$ cat src/design/lphs_pkg.sv
// Shared types, codes and constants of the linear-probing hash set.
// Depends on nothing; every other file of the block imports it.
package lphs_pkg;

   localparam int TABLE_SIZE = 1021;
   localparam int SLOT_W     = $clog2(TABLE_SIZE);
   localparam logic [SLOT_W-1:0] SLOT_LAST = SLOT_W'(TABLE_SIZE - 1);

   localparam int KEY_W    = 32;
   localparam int ACT_W    = 2;
   localparam int STATUS_W = 2;
   localparam int CNT_W    = 10;

   localparam logic [CNT_W-1:0] CAP_RESET = CNT_W'(340);

   // Home slot by reciprocal multiplication; the estimate of the quotient is exact
   // or one short, so one conditional subtract finishes the remainder.
   localparam int RECIP_SHIFT = 31 + SLOT_W;
   localparam logic [31:0] RECIP = 32'((64'd1 << RECIP_SHIFT) / TABLE_SIZE);

   // The queue between front and back; its depth must be a power of two.
   localparam int QUEUE_DEPTH = 2;
   localparam int QPTR_W      = $clog2(QUEUE_DEPTH);
   localparam int QCNT_W      = $clog2(QUEUE_DEPTH + 1);

   localparam logic [ACT_W-1:0] ACT_LOOKUP = 2'd0;
   localparam logic [ACT_W-1:0] ACT_ADD    = 2'd1;
   localparam logic [ACT_W-1:0] ACT_REMOVE = 2'd2;

   localparam logic [1:0] MARK_EMPTY = 2'd0;
   localparam logic [1:0] MARK_USED  = 2'd1;
   localparam logic [1:0] MARK_TOMB  = 2'd2;

   localparam logic [STATUS_W-1:0] ST_DONE = 2'd0;
   localparam logic [STATUS_W-1:0] ST_ZERO = 2'd1;
   localparam logic [STATUS_W-1:0] ST_FULL = 2'd2;

   typedef struct packed {
      logic [ACT_W-1:0]  action;
      logic [KEY_W-1:0]  key;
      logic [SLOT_W-1:0] home;
      logic              zero;
   } lphs_item_type;

   typedef struct packed {
      logic [CNT_W-1:0]    count;
      logic [STATUS_W-1:0] status;
      logic                found;
   } lphs_result_type;

endpackage

$ cat src/design/lphs_queue.sv
// Short queue of classified transactions between the front and back ends.
// Depends on lphs_pkg.
module lphs_queue (
   input  logic                    clock,
   input  logic                    reset,
   input  logic                    push_valid,
   output logic                    push_ready,
   input  lphs_pkg::lphs_item_type push_item,
   output logic                    pop_valid,
   input  logic                    pop,
   output lphs_pkg::lphs_item_type pop_item
);
   import lphs_pkg::*;

   lphs_item_type     entry_ff [QUEUE_DEPTH];
   logic [QPTR_W-1:0] wr_ptr_ff;
   logic [QPTR_W-1:0] rd_ptr_ff;
   logic [QCNT_W-1:0] fill_ff;
   logic              do_push;
   logic              do_pop;

   assign push_ready = (fill_ff != QCNT_W'(QUEUE_DEPTH));
   assign pop_valid  = (fill_ff != '0);
   assign pop_item   = entry_ff[rd_ptr_ff];
   assign do_push    = push_valid && push_ready;
   assign do_pop     = pop && pop_valid;

   always_ff @(posedge clock) begin
      if (do_push) begin
         entry_ff[wr_ptr_ff] <= push_item;
      end
   end

   always_ff @(posedge clock) begin
      if (reset) begin
         wr_ptr_ff <= '0;
         rd_ptr_ff <= '0;
         fill_ff   <= '0;
      end else begin
         if (do_push) begin
            wr_ptr_ff <= wr_ptr_ff + 1'b1;
         end
         if (do_pop) begin
            rd_ptr_ff <= rd_ptr_ff + 1'b1;
         end
         if (do_push && !do_pop) begin
            fill_ff <= fill_ff + 1'b1;
         end else if (do_pop && !do_push) begin
            fill_ff <= fill_ff - 1'b1;
         end
      end
   end

endmodule

$ cat config.mk
export PLATFORM = sky130hd
export DESIGN_NAME = lphs_queue
export DESIGN_NICKNAME = d
export VERILOG_FILES = /design/src/design/lphs_pkg.sv /design/src/design/lphs_queue.sv
export SDC_FILE = /design/constraint.sdc
export NUM_CORES = 1
export LEC_CHECK = 0
export BUFFER_PORTS_ARGS = -buffer_cell sky130_fd_sc_hd__buf_2
export CAP_MARGIN = 10
export CORE_MARGIN = 1
export CORE_UTILIZATION = 55
export CTS_CLUSTER_SIZE = 8
export DETAILED_ROUTE_END_ITERATION = 12
export PLACE_DENSITY = 0.88
export SLEW_MARGIN = 20
export SYNTH_ARGS = -nofsm -noshare
export SYNTH_HDL_FRONTEND = slang
export SYNTH_SLANG_ARGS = --single-unit
$ cat constraint.sdc
create_clock -name clock -period 3.9 [get_ports clock]
set_input_delay 0.195 -clock clock [delete_from_list [all_inputs] [get_ports clock]]
set_output_delay 0.195 -clock clock [all_outputs]
set_load 0.03 [all_outputs]
==> out/results.tsv <==
metric	value	unit
commonest non-fill, non-tap cell in the layout	buf_2	
post-DP HPWL	3620	um
RSZ-0062 raised after global routing	false	
Leak	1.57	nW
required time worst endpoint	3700	ps
Die Span Y	81.4	um
placement row count	28	
synthesis-to-finish area growth	20.6	%
initial antenna violation count	0	
Synth Warn #	0	
busiest layer in global routing	met2	
Resized Gates After CTS	0	
number of diodes	0	
vias per cell	5.13	
Clock Pin Slew Worst Setup and Hold Paths	80	ps
CP cell instances	mux2_2 -> buf_2	
first-pass GRT wire length	8080	um
die width	81.4	um
Cells after Synth	164	
starting density of the core	57.9	%
Overall Global Routing Usage	17.6	%
distinct cell type count after synthesis	18	
DRT Pass-1 Iters	5	
Remaining DRCs	0	
Crit. End Element	primary output	
FF/Latch Area	2800	um2
largest net degree at the start of global routing	46	
Post-Route Utilization	69.8	%
max-slew violations	0	
MaxCap Viol Count	0	
CTS tree	done	
FMAX	455	MHz
Slew HR	30.4	%
slowest CP cell	dfxtp_2	
vias post-DR	1764	
root buffer cell	clkbuf_8	
vias in the first global route	1729	
met3 usage	4.94	%
gp weighted congestion	0.732	
DIE AREA	6630	um2
grt met1 use	20.3	%
Clock Latency Late Sink	350	ps
cell area after synthesis	3470	um2
post-route clock period utilization	56.4	%
Routed WL	5550	um
worst vdd ir	0.610	mV
CP startpoint kind	flop	
final hold vios	0	
DR WL/cell	16.1	um
Critical Path Max Stage Delay	1010	ps
io pins	96	
DRT iter0 DRCs	61	
post-route ant nets	0	
total power	2.80	mW
synthesis-stage register bit count	95	
cts bufs inserted	9	
nets	315	
worst slew pin tran	1040	ps
core area	5990	um2
maximum fanout along the worst path	45	
Arr. time, crit path	2000	ps
Port Buf Inserts	95	
global route overflow	0	
outcome	completed	
layout cells sized above 1	59.1	%
# Post-CTS Setup Buffers	0	
CP Class	flop to primary output	
Synth Net Count	214	
Setup TNS Final	0	ps
Fill cells	403	
multi-input logic area	627	um2
most frequent cells in the layout	buf_2 (95), edfxtp_1 (90), mux2_2 (45)	
Worst R2R Setup Slack	1990	ps
CTS H-tree lvls	3	
mean post-synth cell area	21.1	um2
Sink Count	95	
maximum root-to-sink buffer count	2	
M2 GR Usage	28.8	%
Hold/Removal Path Class	input pin to flop	
PwrDens	669	nW/um2
CTS hold repair buffers	0	
clock period minus worst slack	2200	ps
sequential element share of the synthesized area	80.8	%
Setup Viol. Count Final	0	
worst clock skew	7.70	ps
-- cell usage after synthesis (all sizes together) --
cell / n / share of area, %
mux2: 45 / 15
a21oi: 2 / 0.29
nand3b: 1 / 0.22
or3: 1 / 0.18
buf: 5 / 1.0
nor2: 3 / 0.32
and3: 1 / 0.18
xor2: 3 / 0.76
dfxtp: 5 / 2.9
ha: 1 / 0.36
o21ai: 2 / 0.29
nand2b: 1 / 0.18
a21bo: 1 / 0.29
inv: 1 / 0.11
or2: 1 / 0.18
edfxtp: 90 / 78
and2: 1 / 0.18
-- metal layers --
layer,vias to the layer above,routed length [um]
met5,-,0
met4,0,154
met3,12,361
met2,58,2820
met1,853,2220
li1,841,-
-- final cells by class --
class                   count  share of cell area [%]
flip-flops and latches     95                    67.1
repair buffers             95                    11.4
clock buffers              10                    3.05
well taps                  75                    2.24
multi-input cells          63                    15.0
clock inverters             5                    1.20
inverters                   1                  0.0898
-- per-stage QoR --
stage,cells,hold WS [ps],area (um2),setup slack [ps]
final,344,27.8,4180,1700
after detailed placement,329,387,4000,1970
after floorplan,164,264,3470,1550
after global placement,329,383,4000,2030
after global routing,344,13.2,4180,1570
after CTS,344,10.6,4180,1640
-- worst paths after layout --
check,startpoint,to,depth (start not counted)
max,flop,pop_item[20],2
min,push_item[19],entry_ff[0][19]$_DFFE_PP_,1
max reg2reg,fill_ff[0]$_SDFFE_PP0P_,entry_ff[1][1]$_DFFE_PP_,2
min reg2reg,fill_ff[1]$_SDFFE_PP0P_,fill_ff[1]$_SDFFE_PP0P_,2
-- flip-flops by register name (all words and copies together), names as in the netlist, named ones only --
name	cells
wr_ptr_ff	1
fill_ff	2
entry_ff	90
rd_ptr_ff	1
-- logic make-up after synthesis --
| family | share of synthesized area [%] |
|---|---|
| AOI/OAI and AO/OA | 0.866 |
| xor gates and xnor gates | 0.758 |
| adders and majority gates | 0.361 |
| buffers and inverters | 1.12 |
| DFF | 80.8 |
| muxes | 14.6 |
| and+or+nand+nor | 1.44 |
-- where the power goes --
group	switching (mW)	internal, mW	leakage (nW)
logic	0.525	0.309	0.596
clock network	0.301	0.289	0.0957
registers	0.0965	1.28	0.882
total	0.922	1.88	1.57
-- critical path, delay by kind of cell, from the launching register on --
kind	cells	cell delay, ps
buf+inv	1	180
flops	1	1010
mux	1	440
No activity file was read; power rests on OpenSTA's default activity.
