**config.mk**
```make
export PLATFORM = sky130hd
export DESIGN_NAME = lphs_front
export DESIGN_NICKNAME = d
export VERILOG_FILES = /design/src/design/lphs_pkg.sv /design/src/design/lphs_front.sv
export SDC_FILE = /design/constraint.sdc
export NUM_CORES = 1
export LEC_CHECK = 0
export ABC_AREA = 0
export BUFFER_PORTS_ARGS = -buffer_cell sky130_fd_sc_hd__buf_2
export CAP_MARGIN = 15
export CORE_MARGIN = 2
export CORE_UTILIZATION = 40
export DETAILED_ROUTE_END_ITERATION = 7
export GPL_ROUTABILITY_DRIVEN = 1
export SLEW_MARGIN = 10
export SYNTH_ARGS = -nofsm -noshare
export SYNTH_HDL_FRONTEND = slang
export SYNTH_SLANG_ARGS = --single-unit
```
**constraint.sdc**
```tcl
create_clock -name clock -period 9.95 [get_ports clock]
set_input_delay 2.4875 -clock clock [delete_from_list [all_inputs] [get_ports clock]]
set_output_delay 2.4875 -clock clock [all_outputs]
set_load 0.02 [all_outputs]
```
**src/design/lphs_pkg.sv**
```systemverilog
// Shared types, codes and constants of the linear-probing hash set.
// Depends on nothing; every other file of the block imports it.
package lphs_pkg;

   localparam int TABLE_SIZE = 1021;
   localparam int SLOT_W     = $clog2(TABLE_SIZE);
   localparam logic [SLOT_W-1:0] SLOT_LAST = SLOT_W'(TABLE_SIZE - 1);

   localparam int KEY_W    = 32;
   localparam int ACT_W    = 2;
   localparam int STATUS_W = 2;
   localparam int CNT_W    = 10;

   localparam logic [CNT_W-1:0] CAP_RESET = CNT_W'(340);

   // Home slot by reciprocal multiplication; the estimate of the quotient is exact
   // or one short, so one conditional subtract finishes the remainder.
   localparam int RECIP_SHIFT = 31 + SLOT_W;
   localparam logic [31:0] RECIP = 32'((64'd1 << RECIP_SHIFT) / TABLE_SIZE);

   // The queue between front and back; its depth must be a power of two.
   localparam int QUEUE_DEPTH = 2;
   localparam int QPTR_W      = $clog2(QUEUE_DEPTH);
   localparam int QCNT_W      = $clog2(QUEUE_DEPTH + 1);

   localparam logic [ACT_W-1:0] ACT_LOOKUP = 2'd0;
   localparam logic [ACT_W-1:0] ACT_ADD    = 2'd1;
   localparam logic [ACT_W-1:0] ACT_REMOVE = 2'd2;

   localparam logic [1:0] MARK_EMPTY = 2'd0;
   localparam logic [1:0] MARK_USED  = 2'd1;
   localparam logic [1:0] MARK_TOMB  = 2'd2;

   localparam logic [STATUS_W-1:0] ST_DONE = 2'd0;
   localparam logic [STATUS_W-1:0] ST_ZERO = 2'd1;
   localparam logic [STATUS_W-1:0] ST_FULL = 2'd2;

   typedef struct packed {
      logic [ACT_W-1:0]  action;
      logic [KEY_W-1:0]  key;
      logic [SLOT_W-1:0] home;
      logic              zero;
   } lphs_item_type;

   typedef struct packed {
      logic [CNT_W-1:0]    count;
      logic [STATUS_W-1:0] status;
      logic                found;
   } lphs_result_type;

endpackage

```
**src/design/lphs_front.sv**
```systemverilog
// Front end of the hash set: takes a transaction, flags a zero key and works out
// the home slot. Depends on lphs_pkg.
module lphs_front (
   input  logic                       clock,
   input  logic                       reset,
   input  logic                       in_valid,
   output logic                       in_ready,
   input  logic [lphs_pkg::ACT_W-1:0] in_action,
   input  logic [lphs_pkg::KEY_W-1:0] in_key,
   output logic                       push_valid,
   input  logic                       push_ready,
   output lphs_pkg::lphs_item_type    push_item
);
   import lphs_pkg::*;

   typedef enum logic [1:0] {F_IDLE, F_MUL, F_QUOT, F_MOD} state_type;

   state_type         state_ff;
   logic [ACT_W-1:0]  action_ff;
   logic [KEY_W-1:0]  key_ff;
   logic [31:0]       mag_ff;
   logic [63:0]       prod_ff;
   logic [31:0]       qt_ff;
   logic [31:0]       mag_in;
   logic [SLOT_W:0]   rem_raw;
   logic [SLOT_W:0]   rem_fix;
   logic              accept;

   assign in_ready = (state_ff == F_IDLE);
   assign accept   = in_valid && in_ready;
   assign mag_in   = in_key[KEY_W-1] ? (~in_key + 32'd1) : in_key;

   // The true remainder is below twice the table size, so the low bits suffice.
   assign rem_raw = mag_ff[SLOT_W:0] - qt_ff[SLOT_W:0];
   assign rem_fix = (rem_raw >= (SLOT_W+1)'(TABLE_SIZE)) ?
                    rem_raw - (SLOT_W+1)'(TABLE_SIZE) : rem_raw;

   assign push_valid       = (state_ff == F_MOD);
   assign push_item.action = action_ff;
   assign push_item.key    = key_ff;
   assign push_item.home   = rem_fix[SLOT_W-1:0];
   assign push_item.zero   = (key_ff == '0);

   always_ff @(posedge clock) begin
      if (reset) begin
         state_ff <= F_IDLE;
      end else begin
         unique case (state_ff)
            F_IDLE: begin
               if (accept) begin
                  action_ff <= in_action;
                  key_ff    <= in_key;
                  mag_ff    <= mag_in;
                  state_ff  <= F_MUL;
               end
            end
            F_MUL: begin
               prod_ff  <= mag_ff * RECIP;
               state_ff <= F_QUOT;
            end
            F_QUOT: begin
               qt_ff    <= 32'(32'(prod_ff[63:RECIP_SHIFT]) * 32'(TABLE_SIZE));
               state_ff <= F_MOD;
            end
            F_MOD: begin
               if (push_ready) begin
                  state_ff <= F_IDLE;
               end
            end
            default: begin
               state_ff <= F_IDLE;
            end
         endcase
      end
   end

endmodule

```
==> metrics.txt <==
Final setup viols=0; Fillers=between 3000 and 4000; Initial Util=0.404; Tmin final=~7000 ps; Multi-input gate area=between 10000 and 15000 um^2; Remaining DRCs=0; vias post-DR=about 10000; Resized cells post-CTS=0; clock latency on the worst-skew pair=roughly 380 ps; GPL Wtd Cong=0.869; slowest CP cell=edfxtp_1; gr usage total=0.179; core region area=38500 um^2; register area share after synthesis=0.171; critical path startpoint category=flip-flop; Ports=85; hold slack=approximately 550 ps; max-slew violations=0; ys async rst share=0; Rows=72; drt first-iter violations=411; clk sink count=89; most common cell after layout, fill and taps aside=inv_1; 1st-pass router iterations=5; largest net degree at the start of global routing=66; Fin. Hold Viols=0; crit path buf inv count=4; initial antenna violation count=0; Ys Warns=0; H-tree lvl count=3; worst reg-to-reg setup slack=2750 ps; Yosys cell types=62; port bufs=84; Crit path max-delay family=adder cells; Clock Path Buffers=2; CP endpoint kind=flip-flop; setup tns final=0 ps; Fmax=between 0.1 and 0.15 GHz; Max-Cap Viols=0; clock transition at the registers of the reported paths=roughly 80 ps; ANT cells=0; syn nets=about 2100; HPWL Detailed=around 29 mm; Syn Inst Count=1522; TritonCTS clock tree=built; CP most frequent cell=ha_1; final net count=approximately 2200; full die area=40400 um^2; Worst Clk Skew=between 15 and 20 ps; Post-synth EDFFs=87; Die Span Y=around 200 um; TritonCTS buffer count=9; slowest stage delay, CP=roughly 860 ps; worst endpoint required time=~10000 ps; buffer count from post-CTS setup fixing=0; ratio of cells with drive above 1 in the final layout=0.0717; Seq cells post-synth=approximately 90; unrepaired setup endpoints after global routing=false; Worst Path Arrival=around 7400 ps; Max transition margin=0.251; register area=~2700 um^2; Top Metal Used=met4; root buffer cell=clkbuf_16; crit path max fanout=10; critical path type=reg2reg; top_reg_cell synth=edfxtp_1; WL/cell=roughly 16 um; cells along the critical path=ha_1, ha_1, ha_1, inv_1, fa_1, inv_1, ha_1, fa_1, fa_1, inv_1, fa_1, inv_1, ha_1, nand2_1, or3_1, nor2_1, nand2_1, o311ai_0, a21oi_1, o31a_1, mux2i_1, a2111oi_0; Die X=about 200 um; Mapped Area=about 16000 um^2; Final ANT Viol Nets=0; vias in the first global route=11000; Met1 Wirelength=16.4 mm; first-pass GRT wire length=around 57 mm; HP Class=reg2reg; Area Growth Syn to Fin=8.83%; Tightest Pin Transition=around 1100 ps; share of the clock period used by the worst path after layout=0.724; length of routed met2 wiring=~16 mm; Post-CTS Hold Fix Bufs=0; Via density=4.84; most frequent cells in the layout=446 x inv_1, 371 x ha_1, 188 x fa_1, 87 x edfxtp_1, 84 x buf_2; Routed met3 length=between 1 and 1.5 mm; final WL=around 34 mm; status=complete, no violations; Congestion Overflow GR=0; syn avg cell area=10.2 um^2
-- worst reg2reg max path, cell delays in order, from the launching register on --
cell and delay [ps]:
edfxtp_1 860, ha_1 370, ha_1 280, ha_1 140, inv_1 60, fa_1 530, inv_1 40, ha_1 310
fa_1 520, fa_1 550, inv_1 50, fa_1 520, inv_1 40, ha_1 340, nand2_1 100, or3_1 420
nor2_1 200, nand2_1 80, o311ai_0 450, a21oi_1 250, o31a_1 370, mux2i_1 130, a2111oi_0 360
-- registers in the layout (all words and copies together) (netlist names) --
name / cells
action_ff: 2
mag_ff: 31
prod_ff: 11
key_ff: 32
qt_ff: 11
state_ff: 2
-- stage by stage --
step                area [um^2]   util  cells  setup WS [ps]
finish                    16900  0.439   2136           2750
global route              16900  0.439   2136           2280
CTS                       16900  0.439   2136           2680
detailed placement        16600  0.431   2120           2720
global placement          16600  0.431   2120           2850
floorplan                 15500      -   1522           3720
-- per-layer routing --
layer  up-vias  track usage
li1       5118            -
met3        29       0.0203
met5         -            0
met1      5022        0.241
met4         0       0.0405
met2       166        0.309
-- final timing paths --
check | from | end | cells past startpoint
max reg2reg | mag_ff[5]$_DFFE_PP_ | prod_ff[51]$_DFFE_PP_ | 22
min reg2reg | state_ff[0]$_SDFFE_PP0P_ | state_ff[0]$_SDFFE_PP0P_ | 2
max | mag_ff[5]$_DFFE_PP_ | prod_ff[51]$_DFFE_PP_ | 22
min | state_ff[0]$_SDFFE_PP0P_ | state_ff[0]$_SDFFE_PP0P_ | 2
-- layout make-up --
| type | count | area share |
|---|---|---|
| clock buffers | 9 | 0.0133 |
| clock inverters | 7 | 0.00481 |
| inverters | 446 | 0.0991 |
| multi-input cells | 981 | 0.662 |
| flip-flops and latches | 89 | 0.157 |
| well taps | 518 | 0.0384 |
| repair buffers | 86 | 0.0258 |
-- cell usage after synthesis (3+ instances only) --
cell,instances,share of area
inv_1,446,0.11
ha_1,371,0.30
fa_1,188,0.24
edfxtp_1,87,0.17
xnor2_1,64,0.036
a21oi_1,50,0.016
nand2_1,43,0.010
o21ai_0,36,0.012
nor2_1,30,0.0073
a21o_1,21,0.010
xor2_1,18,0.010
nor3_1,14,0.0045
nor4_1,12,0.0048
nand3_1,11,0.0035
o31ai_1,11,0.0053
nor2b_1,10,0.0040
nand4_1,8,0.0032
nand2b_1,7,0.0028
a211oi_1,6,0.0029
or3_1,6,0.0024
o21bai_1,5,0.0024
o41ai_1,5,0.0028
a2111oi_0,4,0.0023
clkbuf_1,4,0.00097
mux2i_1,4,0.0026
o211ai_1,4,0.0019
or2_2,4,0.0016
and3_1,3,0.0012
nand3b_1,3,0.0015
o21a_1,3,0.0015
o31a_1,3,0.0017
or4_1,3,0.0015
-- cell families after synthesis --
family          count (synthesis)  share of synthesized area
xor+xnor                       82                     0.0463
fa+ha+maj                     559                      0.542
mux                             4                    0.00258
compound gates                167                     0.0706
buf+inv                       452                      0.110
flops                          89                      0.171
simple gates                  169                     0.0586
Power is left out: the tool's default activity adds up to more than one toggle a clock period on the data nets, which glitch-free logic cannot reach.
